File: src/hdl/nae_pkg.sv
// ----------------------------------------------------------------------------
// nae_pkg
// Shared types and constants of the perspective accumulator / evaluator.
// ----------------------------------------------------------------------------
package nae_pkg;

  // HID and STK must be powers of two: addresses are {row, neuron}
  localparam int HID      = 256;
  localparam int HID_W    = $clog2(HID);
  localparam int STK      = 128;
  localparam int TOP_W    = $clog2(STK);
  localparam int FEAT     = 768;
  localparam int FEAT_W   = 10;
  localparam int COLOR_STRIDE = 64 * 6;
  localparam int RANK_FLIP    = 56;
  localparam int HW_DEPTH = FEAT * HID;
  localparam int HW_AW    = FEAT_W + HID_W;
  localparam int OW_DEPTH = 2 * HID;
  localparam int OW_AW    = HID_W + 1;
  localparam int STK_DEPTH_W = STK * HID;
  localparam int STK_AW   = TOP_W + HID_W;
  localparam int IDX_W    = 18;
  localparam int DIV_W    = 50;
  localparam int DVS_W    = 20;
  localparam int Q_DEPTH  = 2;
  localparam int Q_PTR_W  = $clog2(Q_DEPTH);

  typedef enum logic [2:0] {
    REQ_LOAD_HW  = 3'd0,
    REQ_LOAD_B   = 3'd1,
    REQ_LOAD_OW  = 3'd2,
    REQ_RESTART  = 3'd3,
    REQ_ADD      = 3'd4,
    REQ_PUSH     = 3'd5,
    REQ_POP      = 3'd6,
    REQ_EVAL     = 3'd7
  } req_e;

  typedef enum logic [2:0] {
    CFG_OUT_BIAS       = 3'd0,
    CFG_CLAMP_MAX      = 3'd1,
    CFG_FIRST_DIVISOR  = 3'd2,
    CFG_EVAL_SCALE     = 3'd3,
    CFG_SECOND_DIVISOR = 3'd4,
    CFG_SCORE_LIMIT    = 3'd5
  } cfg_idx_e;

  // execution engine control states
  typedef enum logic [2:0] {
    ST_IDLE, ST_DECODE, ST_SWEEP, ST_DIV1, ST_WAIT1, ST_MUL, ST_DIV2, ST_WAIT2
  } state_e;

  typedef enum logic [1:0] {
    PASS_COPY, PASS_BIAS, PASS_FEAT, PASS_EVAL
  } pass_e;

  typedef struct packed {
    logic [15:0] out_bias;
    logic [14:0] clamp_max;
    logic [15:0] first_divisor;
    logic [15:0] eval_scale;
    logic [19:0] second_divisor;
    logic [14:0] score_limit;
  } cfg_t;

  // classified command word; feature slots 0,1 subtract and 2,3 add
  typedef struct packed {
    req_e                   op;
    logic                   load_ok;
    logic [IDX_W-1:0]       load_index;
    logic [15:0]            load_value;
    logic [3:0]             feat_en;
    logic [3:0][FEAT_W-1:0] wrow;
    logic [3:0][FEAT_W-1:0] brow;
    logic                   stm;
  } cmd_t;

endpackage

File: src/hdl/nae_front.sv
// ----------------------------------------------------------------------------
// nae_front
// Decodes an incoming word into a command: range checks and feature rows.
// ----------------------------------------------------------------------------
module nae_front (
  input  logic [2:0]            req_type_i,
  input  logic [1:0]            move_kind_i,
  input  logic [9:0]            sub_first_i,
  input  logic [9:0]            sub_second_i,
  input  logic [9:0]            add_first_i,
  input  logic [9:0]            add_second_i,
  input  logic                  side_to_move_i,
  input  logic [17:0]           load_index_i,
  input  logic signed [15:0]    load_value_i,
  output nae_pkg::cmd_t         cmd_o
);
  import nae_pkg::*;

  // black-view row: swap color, flip rank
  function automatic logic [FEAT_W-1:0] mirror(input logic [FEAT_W-1:0] f);
    logic [FEAT_W-1:0] r;
    begin
      r = (f >= FEAT_W'(COLOR_STRIDE)) ? f - FEAT_W'(COLOR_STRIDE)
                                       : f + FEAT_W'(COLOR_STRIDE);
      return r ^ FEAT_W'(RANK_FLIP);
    end
  endfunction

  req_e                   op;
  logic                   is_push;
  logic [3:0][FEAT_W-1:0] feat;
  logic [3:0]             in_range;

  assign op      = req_e'(req_type_i);
  assign is_push = (op == REQ_PUSH);
  assign feat[0] = sub_first_i;
  assign feat[1] = sub_second_i;
  assign feat[2] = add_first_i;
  assign feat[3] = add_second_i;

  always_comb begin
    for (int k = 0; k < 4; k++) begin
      in_range[k]    = (feat[k] < FEAT_W'(FEAT));
      cmd_o.wrow[k]  = feat[k];
      cmd_o.brow[k]  = mirror(feat[k]);
    end
    cmd_o.op         = op;
    cmd_o.load_index = load_index_i;
    cmd_o.load_value = load_value_i;
    cmd_o.stm        = side_to_move_i;
    cmd_o.feat_en[0] = is_push & in_range[0];
    cmd_o.feat_en[1] = is_push & (move_kind_i != 2'd0) & in_range[1];
    cmd_o.feat_en[2] = (is_push | (op == REQ_ADD)) & in_range[2];
    cmd_o.feat_en[3] = is_push & move_kind_i[1] & in_range[3];
    unique case (op)
      REQ_LOAD_HW: cmd_o.load_ok = (32'(load_index_i) < HW_DEPTH);
      REQ_LOAD_B:  cmd_o.load_ok = (32'(load_index_i) < HID);
      REQ_LOAD_OW: cmd_o.load_ok = (32'(load_index_i) < OW_DEPTH);
      default:     cmd_o.load_ok = 1'b0;
    endcase
  end

endmodule

File: config.mk
export PLATFORM = sky130hd
export DESIGN_NAME = nae_front
export DESIGN_NICKNAME = d
export VERILOG_FILES = /design/src/hdl/nae_pkg.sv /design/src/hdl/nae_front.sv
export SDC_FILE = /design/constraint.sdc
export NUM_CORES = 1
export LEC_CHECK = 0
export ABC_CLOCK_PERIOD_IN_PS = 1300
export BUFFER_PORTS_ARGS = -buffer_cell sky130_fd_sc_hd__buf_2
export CORE_AREA = 2 2 79 81
export DETAILED_ROUTE_END_ITERATION = 10
export DIE_AREA = 0 0 81 83
export PLACE_DENSITY = 0.67
export RECOVER_POWER = 100
export SYNTH_ARGS = -nofsm -noshare
export SYNTH_HDL_FRONTEND = slang
export SYNTH_SLANG_ARGS = --single-unit
File: constraint.sdc
create_clock -name vclk -period 1.3
set_clock_uncertainty 0.15 [all_clocks]
set_input_delay 0 -clock vclk [all_inputs]
set_output_delay 0 -clock vclk [all_outputs]
set_load 0.03 [all_outputs]
==> results of run 1 <==
## worst max-delay path by stage
stage,to,cells after the start
after global placement,cmd_o[19],7
after global routing,cmd_o[119],5
final,cmd_o[29],6
after CTS,cmd_o[19],7
after detailed placement,cmd_o[39],7
after floorplan,cmd_o[39],4
## critical path: cells and delay by family
family | cells | cell delay (ns)
adders and majority gates | 1 | 0.19
and+or+nand+nor | 1 | 0.14
xor gates and xnor gates | 1 | 0.14
buffers and inverters | 2 | 0.31
AOI/OAI and AO/OA | 1 | 0.29
## through the flow
step / power, mW / hold slack [ns] / util
CTS: 1.04 / 0.118 / 0.339
finish: 1.02 / 0.152 / 0.331
global placement: 0.856 / -0.150 / 0.285
global route: 1.08 / 0.162 / 0.331
floorplan: 0.804 / -0.0924 / -
detailed placement: 0.862 / -0.150 / 0.285
## layout by cell type (no fill, tap or decap), drive strengths merged
cell type / instances
o31a: 1
ha: 8
dlygate4sd3: 25
a31oi: 1
a211oi: 4
a21boi: 1
o2111ai: 1
or2: 2
xor2: 4
nor3: 1
a21oi: 2
nor2b: 6
clkbuf: 93
a221oi: 8
nand2b: 4
o21ai: 1
a21o: 1
nor4: 6
nor2: 4
nor4b: 3
buf: 70
inv: 26
nand2: 2
a22o: 3
## what timing repair did
item | 4_1_cts | 5_1_grt
hold buffers | 25 | 0
cloned | 0 | 0
endpoints found under the hold margin | 25 | 0
pin swaps | 4 | 5
resized for setup | 13 | 15
endpoints found under the setup margin | 6 | 8
## kinds of logic after synthesis
group                    share of synthesized area
AO/OA/AOI/OAI                                0.139
buffers and inverters                        0.580
XOR/XNOR                                    0.0253
adder cells (fa/ha/maj)                     0.0723
AND/OR/NAND/NOR                              0.183
## power by group through the flow
stage,Combinational [mW],Clock (mW),Sequential [mW]
6_report,1.02,0,0
5_1_grt,1.08,0,0
4_1_cts,1.04,0,0
3_5_place_dp,0.862,0,0
3_3_place_gp,0.856,0,0
2_1_floorplan,0.804,0,0
## layer usage
layer | wire length [um] | GRT usage
met4 | 0 | 0
met1 | 1330 | 0.112
met5 | 0 | 0
met3 | 373 | 0.00217
met2 | 2240 | 0.221
## final cells by class
class                           instances  area (sq um)  share of cell area
Multi-Input combinational cell         63           721               0.375
Inverter                               26          97.6              0.0507
Tap cell                               75          93.8              0.0488
Timing Repair Buffer                  188          1010               0.526
==> results by group, run 1 <==
Power
  • Lkg Pwr: 0.881 nW
  • Sw frac: 0.695
  • Max IR drop VDD: 0.235 mV
  • Pwr Density: 529 nW/um^2
  • Clk network pwr share: 0
  • Internal: 310 uW
  • Reg power frac: 0
  • Psw: 708 uW
  • Combinational power share: 1.000

Logic synthesis
  • Syn_nets: 271
  • Post-synth top area share: 0.509
  • Synthesis Warnings: 0
  • Syn_area_per_cell: 7.57 sq um
  • Synth Instances: 183
  • Top post-synthesis cells by area: buf_4 (51%), ha_1 (7.2%), inv_1 (7.0%), nor4_4 (4.6%), a221oi_1 (4.4%)
  • Sequential area share after synthesis: 0
  • Mapped Area: 1390 sq um
  • Post-synth top area cell: buf_4
  • Top cells by count, synth: buf_4 (94), inv_1 (26), ha_1 (8), a221oi_1 (7), nor2b_1 (6)
  • Count leader, synth: buf_4
  • Yosys cell types: 27

Min path
  • WHS Endpoint: cmd_o[109]
  • Worst Hold Path Cells: 2
  • Hold_sp: load_index_i[8]
  • HP Class: in -> out

Final layout
  • Nets@finish: 367
  • Area growth syn-to-layout: 38.9%
  • Fillers: 683
  • Reg area: 0 sq um
  • Cell Count, Final, Fillers Out: 352
  • Share of layout cells above drive strength 1: 0.383
  • ANT cells: 0
  • Clock buffer cells: 0
  • Final Cell Area: 1920 sq um
  • Seq Cell Count: 0

Setup path
  • Crit path DAT: 1.08 ns
  • Startpoint Class: primary input
  • Critical Path RT: 1.15 ns
  • Most frequent cell on the critical path: buf_2
  • Worst path cell trace: buf_2 -> ha_2 -> nor4b_4 -> a221oi_2 -> xor2_2 -> buf_2
  • Worst Setup SP: add_first_i[7]
  • Crit path max fanout: 3
  • CP max stage delay: 0.29 ns
  • CP max stage cell: a221oi_2
  • Crit path kind: in -> out
  • Critical path capture point type: output port

Route
  • Via-per-instance ratio: 4.12
  • Total vias in the final route: 1449
  • Routed WL: 3940 um
  • Final ANT Viol Nets: 0
  • Residual DRC count: 0
  • TritonRoute pass-1 iters: 4
  • DRT iter0 DRCs: 17
  • Drt wl/cell: 11.2 um

Placement
  • Placer Congestion: 0.740
  • Placed inst area: 1660 sq um
  • # port buffers: 153
  • Pre-CTS setup slack: -0.0910 ns
  • DPL Wire Length: 3160 um
  • Placed cell count: 327

CTS
  • Postcts setup bufs: 0

Timing
  • Rel. slew slack: 0.744
  • Final Critical Period: 1.23 ns
  • Final Hold Fails: 0
  • Final worst slack: 0.0673 ns
  • Period utilisation layout: 0.948
  • TNS Setup: 0 ns
  • Slew Limit Fails: 0
  • Slew @ Worst Pin: 0.386 ns
  • Fmax achieved: 811 MHz
  • Final setup fails: 0

Floorplanning
  • Chip width: 81 um
  • Die Area: 6720 sq um
  • Initial Utilization: 0.238
  • Core ar.: 5820 sq um
  • Chip height: 83 um
  • FP Rows: 28
  • IO Pins: 203

Global routing
  • First-pass GRT wire length: 5940 um
  • Number of antenna violations at the first check in global routing: 0
  • Largest net degree at the start of global routing: 8
  • Vias in the first global route: 1296
  • Overall Global Routing Usage: 0.103
  • GRT Residual Overflow: 0

Run status
  • Status: complete, no violations

Flow run
  • Max cap viols: 0
No activity file was read; power rests on OpenSTA's default activity.
==> run 2, diff against run 1 <==
--- a/config.mk
+++ b/config.mk
@@ -5,7 +5,7 @@
 export SDC_FILE = /design/constraint.sdc
 export NUM_CORES = 1
 export LEC_CHECK = 0
-export ABC_CLOCK_PERIOD_IN_PS = 1300
+export ABC_CLOCK_PERIOD_IN_PS = 1250
 export BUFFER_PORTS_ARGS = -buffer_cell sky130_fd_sc_hd__buf_2
 export CORE_AREA = 2 2 79 81
 export DETAILED_ROUTE_END_ITERATION = 10
==> constraint.sdc (replaced) <==
create_clock -name vclk -period 1.25
set_clock_uncertainty 0.15 [all_clocks]
set_input_delay 0 -clock vclk [all_inputs]
set_output_delay 0 -clock vclk [all_outputs]
set_load 0.03 [all_outputs]
==> run 2 against run 1 <==
Compared with the run above: the run now ends with setup timing left; largest power group unchanged; sequential cell count stayed put; final area is 4.4% higher; global-route usage is 0.068 points higher; worst hold slack worse by 0.0011 ns; die area stayed put; count of clock-buffer cells in the layout stayed put; power is 6.9% higher; non-clock buffer count is 4 higher; via count is 1.1% higher; routed wire length is 6.0% higher.
==> results by group, run 2 (synthesis gave the netlist of run 1 again) <==
Run status
  • Status: finished, violations left
  • Failing checks: setup timing

Timing
  • Period utilisation layout: 1.00
  • Fmax achieved: 797 MHz
  • RSZ-0062 raised after global routing: yes
  • Rel. slew slack: 0.737
  • Final Hold Fails: 0
  • Slew Limit Fails: 0
  • Final worst slack: -0.00517 ns
  • TNS Setup: -0.00517 ns
  • Final Critical Period: 1.26 ns
  • Final setup fails: 1
  • Slew @ Worst Pin: 0.396 ns

Final layout
  • Final Util: 0.346
  • Fillers: 676
  • Reg area: 0 sq um
  • ANT cells: 0
  • Share of layout cells above drive strength 1: 0.399
  • Area growth syn-to-layout: 45.1%
  • Leading cell types in the layout, fill and taps excluded: clkbuf_1 (84), buf_2 (50), inv_1 (26), dlygate4sd3_1 (25), buf_4 (18)
  • Nets@finish: 371
  • Most common cell after layout, fill and taps aside: clkbuf_1
  • Area of the multi-input gates: 726 sq um
  • Clock buffer cells: 0
  • Seq Cell Count: 0

Floorplanning
  • FP Rows: 28
  • Chip height: 83 um
  • Die Area: 6720 sq um
  • Initial Utilization: 0.238
  • IO Pins: 203
  • Chip width: 81 um
  • Core ar.: 5820 sq um

Global routing
  • First-pass GRT wire length: 5910 um
  • Overall Global Routing Usage: 0.103
  • Number of antenna violations at the first check in global routing: 0
  • Largest net degree at the start of global routing: 8
  • GRT Residual Overflow: 0
  • Vias in the first global route: 1319

Power
  • Lkg Pwr: 0.926 nW
  • Reg power frac: 0
  • Sw frac: 0.680
  • Pwr Density: 542 nW/um^2
  • Combinational power share: 1.000
  • Internal: 349 uW
  • Tot Pwr: 1.09 mW
  • Clk network pwr share: 0
  • Psw: 740 uW
  • Max IR drop VDD: 0.213 mV

Setup path
  • Critical path capture point type: output port
  • Startpoint Class: primary input
  • Crit path DAT: 1.11 ns
  • Crit path max fanout: 2
  • Crit path kind: in -> out
  • Critical Path RT: 1.10 ns

Route
  • Total vias in the final route: 1465
  • Routed WL: 4180 um
  • TritonRoute pass-1 iters: 4
  • Residual DRC count: 0
  • Via-per-instance ratio: 4.12
  • Final ANT Viol Nets: 0
  • Drt wl/cell: 11.7 um
  • DRT iter0 DRCs: 11

Placement
  • # port buffers: 153
  • Placer Congestion: 0.739
  • DPL Wire Length: 3170 um
  • Pre-CTS setup slack: -0.153 ns

Flow run
  • Max cap viols: 0

Min path
  • HP Class: in -> out
[run 2: what timing repair did]
action / 4_1_cts / 5_1_grt
resized for setup: 22 / 23
endpoints found under the hold margin: 25 / 0
buffers inserted: 0 / 1
pin swaps: 6 / 12
hold buffers: 25 / 0
setup endpoints to repair: 7 / 7
gates cloned: 0 / 0
[run 2: per-layer routing]
layer	vias to the layer above	global-route usage	part of all wire
met3	4	0.00217	0.091
li1	701	-	-
met2	99	0.223	0.57
met4	0	0.00462	0.0096
met1	661	0.110	0.33
met5	-	0	0
[run 2: final timing paths]
path,from,to,cells past startpoint
hold / removal,sub_second_i[0],cmd_o[11],2
setup / recovery,sub_second_i[7],cmd_o[20],7
[run 2: stage by stage]
step,std cells,hold WS [ns],area [sq um]
5_1_grt,356,0.158,2010
4_1_cts,355,0.123,2030
3_5_place_dp,330,-0.150,1680
6_report,356,0.151,2010
2_1_floorplan,183,-0.0924,1430
3_3_place_gp,330,-0.150,1680
[run 2: final cells by class]
class | count | share of cell area
timing repair buffer | 192 | 0.544
multi-input combinational | 63 | 0.361
tap | 75 | 0.0467
inverter | 26 | 0.0486
[run 2: worst max-delay path, stage by stage]
cell      delay (ns)
buf_8           0.10
ha_4            0.15
nor4b_4         0.13
buf_4           0.13
a22o_1          0.18
a211oi_2        0.22
buf_4           0.19
[run 2: power groups by stage]
stage               Combinational [mW]  Clock [mW]  Sequential, mW
finish                            1.09           0               0
global route                      1.15           0               0
CTS                               1.10           0               0
detailed placement               0.902           0               0
global placement                 0.896           0               0
floorplan                        0.836           0               0
