==> src/hdl/nae_pkg.sv <==
// ----------------------------------------------------------------------------
// nae_pkg
// Shared types and constants of the perspective accumulator / evaluator.
// ----------------------------------------------------------------------------
package nae_pkg;

  // HID and STK must be powers of two: addresses are {row, neuron}
  localparam int HID      = 256;
  localparam int HID_W    = $clog2(HID);
  localparam int STK      = 128;
  localparam int TOP_W    = $clog2(STK);
  localparam int FEAT     = 768;
  localparam int FEAT_W   = 10;
  localparam int COLOR_STRIDE = 64 * 6;
  localparam int RANK_FLIP    = 56;
  localparam int HW_DEPTH = FEAT * HID;
  localparam int HW_AW    = FEAT_W + HID_W;
  localparam int OW_DEPTH = 2 * HID;
  localparam int OW_AW    = HID_W + 1;
  localparam int STK_DEPTH_W = STK * HID;
  localparam int STK_AW   = TOP_W + HID_W;
  localparam int IDX_W    = 18;
  localparam int DIV_W    = 50;
  localparam int DVS_W    = 20;
  localparam int Q_DEPTH  = 2;
  localparam int Q_PTR_W  = $clog2(Q_DEPTH);

  typedef enum logic [2:0] {
    REQ_LOAD_HW  = 3'd0,
    REQ_LOAD_B   = 3'd1,
    REQ_LOAD_OW  = 3'd2,
    REQ_RESTART  = 3'd3,
    REQ_ADD      = 3'd4,
    REQ_PUSH     = 3'd5,
    REQ_POP      = 3'd6,
    REQ_EVAL     = 3'd7
  } req_e;

  typedef enum logic [2:0] {
    CFG_OUT_BIAS       = 3'd0,
    CFG_CLAMP_MAX      = 3'd1,
    CFG_FIRST_DIVISOR  = 3'd2,
    CFG_EVAL_SCALE     = 3'd3,
    CFG_SECOND_DIVISOR = 3'd4,
    CFG_SCORE_LIMIT    = 3'd5
  } cfg_idx_e;

  // execution engine control states
  typedef enum logic [2:0] {
    ST_IDLE, ST_DECODE, ST_SWEEP, ST_DIV1, ST_WAIT1, ST_MUL, ST_DIV2, ST_WAIT2
  } state_e;

  typedef enum logic [1:0] {
    PASS_COPY, PASS_BIAS, PASS_FEAT, PASS_EVAL
  } pass_e;

  typedef struct packed {
    logic [15:0] out_bias;
    logic [14:0] clamp_max;
    logic [15:0] first_divisor;
    logic [15:0] eval_scale;
    logic [19:0] second_divisor;
    logic [14:0] score_limit;
  } cfg_t;

  // classified command word; feature slots 0,1 subtract and 2,3 add
  typedef struct packed {
    req_e                   op;
    logic                   load_ok;
    logic [IDX_W-1:0]       load_index;
    logic [15:0]            load_value;
    logic [3:0]             feat_en;
    logic [3:0][FEAT_W-1:0] wrow;
    logic [3:0][FEAT_W-1:0] brow;
    logic                   stm;
  } cmd_t;

endpackage

==> src/hdl/nae_fifo.sv <==
// ----------------------------------------------------------------------------
// nae_fifo
// Short command queue between the decoder and the execution engine.
// ----------------------------------------------------------------------------
module nae_fifo (
  input  logic          clk_i,
  input  logic          rst_ni,
  input  logic          push_i,
  input  nae_pkg::cmd_t din_i,
  input  logic          pop_i,
  output nae_pkg::cmd_t dout_o,
  output logic          full_o,
  output logic          empty_o
);
  import nae_pkg::*;

  cmd_t               mem_q [Q_DEPTH];
  logic [Q_PTR_W-1:0] wr_q, rd_q;
  logic [Q_PTR_W:0]   cnt_q;

  assign full_o  = (cnt_q == (Q_PTR_W+1)'(Q_DEPTH));
  assign empty_o = (cnt_q == '0);
  assign dout_o  = mem_q[rd_q];

  always_ff @(posedge clk_i or negedge rst_ni) begin
    if (!rst_ni) begin
      wr_q  <= '0;
      rd_q  <= '0;
      cnt_q <= '0;
    end else begin
      if (push_i) wr_q <= wr_q + 1'b1;
      if (pop_i)  rd_q <= rd_q + 1'b1;
      if (push_i && !pop_i)      cnt_q <= cnt_q + 1'b1;
      else if (!push_i && pop_i) cnt_q <= cnt_q - 1'b1;
    end
  end

  always_ff @(posedge clk_i) begin
    if (push_i) mem_q[wr_q] <= din_i;
  end

endmodule

==> config.mk <==
export PLATFORM = sky130hd
export DESIGN_NAME = nae_fifo
export DESIGN_NICKNAME = d
export VERILOG_FILES = /design/src/hdl/nae_pkg.sv /design/src/hdl/nae_fifo.sv
export SDC_FILE = /design/constraint.sdc
export NUM_CORES = 1
export LEC_CHECK = 0
export ABC_AREA = 1
export BUFFER_PORTS_ARGS = -buffer_cell sky130_fd_sc_hd__buf_2
export CAP_MARGIN = 25
export CORE_UTILIZATION = 40
export CTS_CLUSTER_DIAMETER = 100
export DETAILED_ROUTE_END_ITERATION = 8
export PLACE_DENSITY = 0.61
export SYNTH_ARGS = -nofsm -noshare
export SYNTH_HDL_FRONTEND = slang
export SYNTH_SLANG_ARGS = --single-unit
==> constraint.sdc <==
create_clock -name clk_i -period 8.75 [get_ports clk_i]
set_clock_uncertainty 0.05 [all_clocks]
set_input_delay 0 -clock clk_i [delete_from_list [all_inputs] [get_ports clk_i]]
set_output_delay 0 -clock clk_i [all_outputs]
set_load 0.1 [all_outputs]
==> run summary, run 1 <==
Grt ovf: 0
Crit. Startpoint: rd_q
Worst slew pin tran: 1.031 ns
Delay-heaviest family, CP: buffers and inverters
Setup CP Type: reg -> out
Initial antenna violation count: 0
Flops & latches, synth: 250
Die H: 154.7 microns
CTS tree: done
Area contributors post-synth: edfxtp_1, mux2_4, mux2_2, dfrtp_1, buf_6
Post-DR wirelength/cell: 16.64 microns
Filler cells: 1724
Clock latency on the worst-skew pair: 0.52 ns
Highest clock rate: 294.5 MHz
Final Critical Period: 3.396 ns
First drt pass iteration count: 6
Post-Synth Simple-Gate Area: 0.4428%
CTS sink count: 250
Status: finished clean
Syn Area/Cell: 22.85 sq um
End point of the critical path: dout_o[67]
Sequential cell area fraction in the yosys report: 80.30%
Max transition margin: 31.28%
Total I/O pin count: 252
Vias per cell: 4.555
WP buf/inv: 2
Largest net degree at the start of global routing: 76
Final period util: 38.81%
# diodes: 0
RR Endpoint: mem_q[1][68]
CP arrival: 3.35 ns
P&R area growth vs syn: 40.53%
Buffers on Ports: 251
Crit Path Max Fanout: 67
Post-CTS sizing: 0
Die area: 0.02392 sq mm
Area share of the largest cell type after synthesis: 79.23%
Synth warn: 0
Synthesized area: 0.009324 sq mm
Total track usage: 15.56%
Drt total wl: 18.98 mm
CP max stage cell: dfrtp_4
Setup TNS: 0 ns
Endpoints failing hold: 0
Pins Over Slew Limit: 0
FF-to-FF path depth: 3
Max Cap Violations: 0
Yosys top cell by area: edfxtp_1
Final setup vio count: 0
DP Area: 0.01090 sq mm
DRC: 0
Crit-path cells: buf_4, mux2_4, buf_2
Reg-to-Reg Start: wr_q
Cell count after synthesis: 408
Clk pin slew, worst setup/hold paths: 0.06 ns
Share of layout cells above drive strength 1: 50.36%
Clock root cell: clkbuf_16
TritonCTS Buffers: 28
Via Count: 5197
Initial DRC count: 273
Unrepaired setup endpoints after global routing: false
WP depth: 3
CP endpoint kind: output port
Final GP Congestion: 0.7131
Fin area: 0.01310 sq mm
Hold/Removal Path Class: in -> reg
Post-layout util: 57.52%
Required time of the critical path: 8.70 ns
Largest family of logic cells by synthesized area: multiplexers
Syn Nets: 536
Slowest Stage Delay on Critical Path: 1.07 ns
Area share of fa/ha/maj cells after synthesis: 0.1342%
Core Region: 0.02278 sq mm
Mux cell area share after synthesis: 17.27%
# nets final: 935
DIE WIDTH: 154.7 microns
Post-route ant nets: 0
Library cells used by synthesis: 14
Rows: 55
H-tree depth: 1
Initial cell density of the core: 40.93%
First-pass GRT wire length: 29.12 mm
Compound-gate portion of the synthesized area: 0%
Type of origin of the critical path: flip-flop
Dpl hpwl: 11.43 mm
Clock tree buffer depth: 3
Vias in the first global route: 5572
Synth Area in XOR/XNOR: 0.2818%
Worst reg-to-reg setup slack: 6.31 ns
## sequential cells by signal, indices dropped and copies added (netlist names)
name	cells
cnt_q	2
mem_q	246
rd_q	1
wr_q	1
## cells in the final DEF, fill, tap and decap left out
cell             n
dlygate4sd3_1  127
inv_1            6
clkbuf_16       29
buf_4            4
dfrtp_1          3
inv_4            1
xnor2_1          1
mux2_4          60
nand4_1          1
edfxtp_1       246
clkinv_2         1
xor2_1           2
nor2_4           1
buf_16           1
nand3_1          1
buf_2          251
nor2_1           2
clkbuf_1        12
ha_1             1
clkinv_1         4
bufinv_16        3
dfrtp_4          1
clkbuf_8         2
nand2_1          5
mux2_2          63
## metal layers
layer  up-vias  wire (microns)  global-route usage [%]
met3        36            1438                   4.371
li1       2414               -                       -
met4         0             410                   4.998
met5         -               0                       0
met1      2544            7730                   18.72
met2       203            9405                   27.00
## worst min-delay path by stage
stage,from,end,slack [ns],depth (start not counted)
floorplan,rst_ni,cnt_q[0],-0.35,0
global placement,rst_ni,cnt_q[1],-0.24,1
detailed placement,rst_ni,cnt_q[0],-0.24,1
CTS,din_i[94],mem_q[1][94],0.12,2
global route,din_i[32],mem_q[1][32],0.13,2
finish,din_i[16],mem_q[1][16],0.15,2
## stage by stage
step | hold slack [ns] | worst slack [ns] | std cells
2_1_floorplan | -0.3456 | 2.566 | 408
3_3_place_gp | -0.2422 | 5.922 | 962
3_5_place_dp | -0.2416 | 5.893 | 962
4_1_cts | 0.1171 | 5.320 | 1140
5_1_grt | 0.1315 | 5.159 | 1141
6_report | 0.1486 | 5.354 | 1141
## area by class of cell
| type | count | area, sq um | area share [%] |
|---|---|---|---|
| clock buffer | 43 | 798.3 | 6.092 |
| clock inverter | 8 | 110.1 | 0.8403 |
| inverter | 7 | 28.78 | 0.2196 |
| multi-input combinational | 137 | 1698 | 12.96 |
| sequential | 250 | 7491 | 57.17 |
| tap | 313 | 391.6 | 2.989 |
| timing repair buffer | 383 | 2585 | 19.73 |
## cell families (layout without fill, tap and decap cells)
family / Yosys count / after routing
adders and majority gates: 1 / 1
xor gates and xnor gates: 3 / 3
DFF: 250 / 250
buffers and inverters: 21 / 441
muxes: 123 / 123
and+or+nand+nor: 10 / 10
## timing repair
item | 4_1_cts | 5_1_grt
hold buffers | 127 | 0
endpoints found under the hold margin | 254 | 0
buffers inserted | 0 | 0
## Yosys cell counts, drive strengths merged
cell	number
ha	1
buf	14
nand4	1
nor2	3
mux2	123
nand2	5
nand3	1
inv	7
xnor2	1
dfrtp	4
xor2	2
edfxtp	246
Power of run 1 is not shown: default switching activity piles up to over one toggle a cycle in this logic, so the estimate is an artifact.
==> run 2, diff against run 1 <==
--- a/config.mk
+++ b/config.mk
@@ -5,13 +5,13 @@
 export SDC_FILE = /design/constraint.sdc
 export NUM_CORES = 1
 export LEC_CHECK = 0
-export ABC_AREA = 1
+export ABC_AREA = 0
 export BUFFER_PORTS_ARGS = -buffer_cell sky130_fd_sc_hd__buf_2
 export CAP_MARGIN = 25
 export CORE_UTILIZATION = 40
 export CTS_CLUSTER_DIAMETER = 100
 export DETAILED_ROUTE_END_ITERATION = 8
-export PLACE_DENSITY = 0.61
+export PLACE_DENSITY = 0.63
 export SYNTH_ARGS = -nofsm -noshare
 export SYNTH_HDL_FRONTEND = slang
 export SYNTH_SLANG_ARGS = --single-unit
==> constraint.sdc (replaced) <==
create_clock -name clk_i -period 2.8 [get_ports clk_i]
set_clock_uncertainty 0.05 [all_clocks]
set_input_delay 0 -clock clk_i [delete_from_list [all_inputs] [get_ports clk_i]]
set_output_delay 0 -clock clk_i [all_outputs]
set_load 0.1 [all_outputs]
==> run summary, run 2 <==
Max Cap Violations: 0 (unchanged)
Delay-heaviest family, CP: flip-flops
First drt pass iteration count: 4 (-2)
Highest clock rate: 410.3 MHz
Dpl hpwl: 11.47 mm (+0.38%)
DRC: 0 (unchanged)
Register area: 0.007491 sq mm (unchanged)
DIE WIDTH: 154.5 microns (-0.11%)
Synthesized area: 0.009304 sq mm (-0.21%)
Required time of the critical path: 2.75 ns (-5.95 ns)
WP buf/inv: 2 (unchanged)
Unrepaired setup endpoints after global routing: false
Area contributors post-synth: edfxtp_1, mux2_4, mux2_2, dfrtp_1, buf_6
Worst reg-to-reg setup slack: 1.15 ns (-5.16 ns)
Largest net degree at the start of global routing: 76 (unchanged)
Total I/O pin count: 252 (unchanged)
Top_reg_cell synth: edfxtp_1
Clock tree buffer depth: 3 (unchanged)
Flops & latches, synth: 250 (unchanged)
Die H: 154.5 microns (-0.11%)
Final GP Congestion: 0.7477 (+4.9%)
Clock latency on the worst-skew pair: 0.51 ns (about the same)
Post-CTS sizing: 0 (unchanged)
Area share of the largest cell type after synthesis: 79.40% (+0.17 points)
Clk pin slew, worst setup/hold paths: 0.06 ns (about the same)
Slowest Stage Delay on Critical Path: 0.76 ns (-0.31 ns)
Largest register FFs: 246 (unchanged)
Most frequent cells in the layout: buf_2, edfxtp_1, dlygate4sd3_1
Most common cell after layout, fill and taps aside: buf_2
Setup TNS: 0 ns (unchanged)
Max transition margin: 55.68% (+24 points)
Clock root cell: clkbuf_16
Pins Over Slew Limit: 0 (unchanged)
Yosys top cell by area: edfxtp_1
H-tree depth: 1 (unchanged)
Rows: 55 (unchanged)
Grt ovf: 0 (unchanged)
Worst slew pin tran: 0.6648 ns (-0.3660 ns)
CTS sink count: 250 (unchanged)
Total track usage: 15.46% (-0.098 points)
Filler cells: 1732 (+0.46%)
Final period util: 87.04%
Hold/Removal Path Class: in -> reg
Initial DRC count: 233 (-15%)
Buffers on Ports: 251 (unchanged)
# nets final: 926 (-0.96%)
Setup CP Type: reg -> out
Vias per cell: 4.665 (+2.4%)
Type of origin of the critical path: flip-flop
Status: finished clean
Final Critical Period: 2.437 ns
Synth cell count leaders: edfxtp_1, mux2_2, mux2_4
Crit-path cells: buf_4, mux2_2, buf_2
Post-DR wirelength/cell: 16.80 microns (+0.97%)
Post-layout util: 57.25% (-0.27 points)
# diodes: 0 (unchanged)
Synth warn: 0 (unchanged)
Endpoints failing hold: 0 (unchanged)
CP endpoint kind: output port
Hold_ws: 0.1541 ns (+0.005474 ns)
Sequential cell area fraction in the yosys report: 80.47% (+0.17 points)
Syn Nets: 527 (-1.7%)
Vias in the first global route: 5761 (+3.4%)
P&R area growth vs syn: 39.74%
Biggest regs: mem_q (246), cnt_q (2)
Die area: 0.02387 sq mm (-0.21%)
Area of the multi-input gates: 0.001703 sq mm (+0.29%)
Library cells used by synthesis: 13 (-1)
Crit Path Max Fanout: 35 (-48%)
CTS tree: done
Drt total wl: 18.53 mm (-2.4%)
Share of layout cells above drive strength 1: 51.22% (+0.86 points)
Initial antenna violation count: 0 (unchanged)
TritonCTS Buffers: 26 (-7.1%)
CP arrival: 2.39 ns (-0.96 ns)
Count leader, synth: edfxtp_1
CP max stage cell: dfrtp_4
First-pass GRT wire length: 29.03 mm (-0.31%)
Via Count: 5145 (-1.0%)
Final setup vio count: 0 (unchanged)
Core Region: 0.02271 sq mm (-0.30%)
Post-synth ARST share: 1.600% (unchanged)
Post-route ant nets: 0 (unchanged)
Cell count after synthesis: 399 (-2.2%)
Initial cell density of the core: 40.97% (about the same)
Largest reg by FF count: mem_q
Number of synthesized flops with an enable pin: 246 (unchanged)
Syn Area/Cell: 23.32 sq um (+2.0%)
[run 2: cell count changes after synthesis, sizes merged]
cell and change:
nand4 -1, nand3 -1, xor2 +2, nand2 -5, inv -6, and2 +1
nor2b +2, nor2 -1
[run 2: final timing paths]
| path | cells past startpoint | to | start |
|---|---|---|---|
| worst max-delay path | 3 | dout_o[121] | rd_q |
| worst min-delay path | 2 | mem_q[1][14] | din_i[14] |
| worst max register to register | 2 | mem_q[1][67] | wr_q |
| worst min register to register | 1 | cnt_q[1] | cnt_q[1] |
| max in group asynchronous | 3 | rd_q | rst_ni |
| min in group asynchronous | 3 | cnt_q[1] | rst_ni |
[run 2: stage by stage]
| step | cells | area (sq um) | setup WS (ns) |
|---|---|---|---|
| 3_3_place_gp | 928 | 10930 | 0.9276 |
| 6_report | 1103 | 13000 | 0.3630 |
| 4_1_cts | 1103 | 13000 | 0.3263 |
| 3_5_place_dp | 928 | 10930 | 0.8912 |
| 2_1_floorplan | 399 | 9313 | 0.07785 |
| 5_1_grt | 1103 | 13000 | 0.2729 |
[run 2: area by class of cell]
type	count	area share [%]
clock buffer	32	5.341
clock inverter	16	0.8469
multi-input combinational	134	13.10
sequential	250	57.62
inverter	1	0.02887
timing repair buffer	385	20.33
tap	285	2.743
[run 2: timing repair]
action                                 CTS  global route
buffers inserted                         0             0
endpoints found under the hold margin  254             0
hold buffers                           127             0
[run 2: layer usage]
layer	vias to the layer above	global-route usage, %	share of wire, %
li1	2390	-	-
met1	2539	17.25	39
met2	188	28.61	52
met3	28	4.567	7.7
met4	0	4.102	1.6
met5	-	0	0
[run 2: cell families after synthesis]
group                    share of synthesized area (%)
buffers and inverters                            1.331
XOR/XNOR                                        0.4707
flip-flops                                       80.47
AND/OR/NAND/NOR                                 0.2825
multiplexers                                     17.31
adder cells (fa/ha/maj)                         0.1345
Power of run 2 is left out for the same reason.
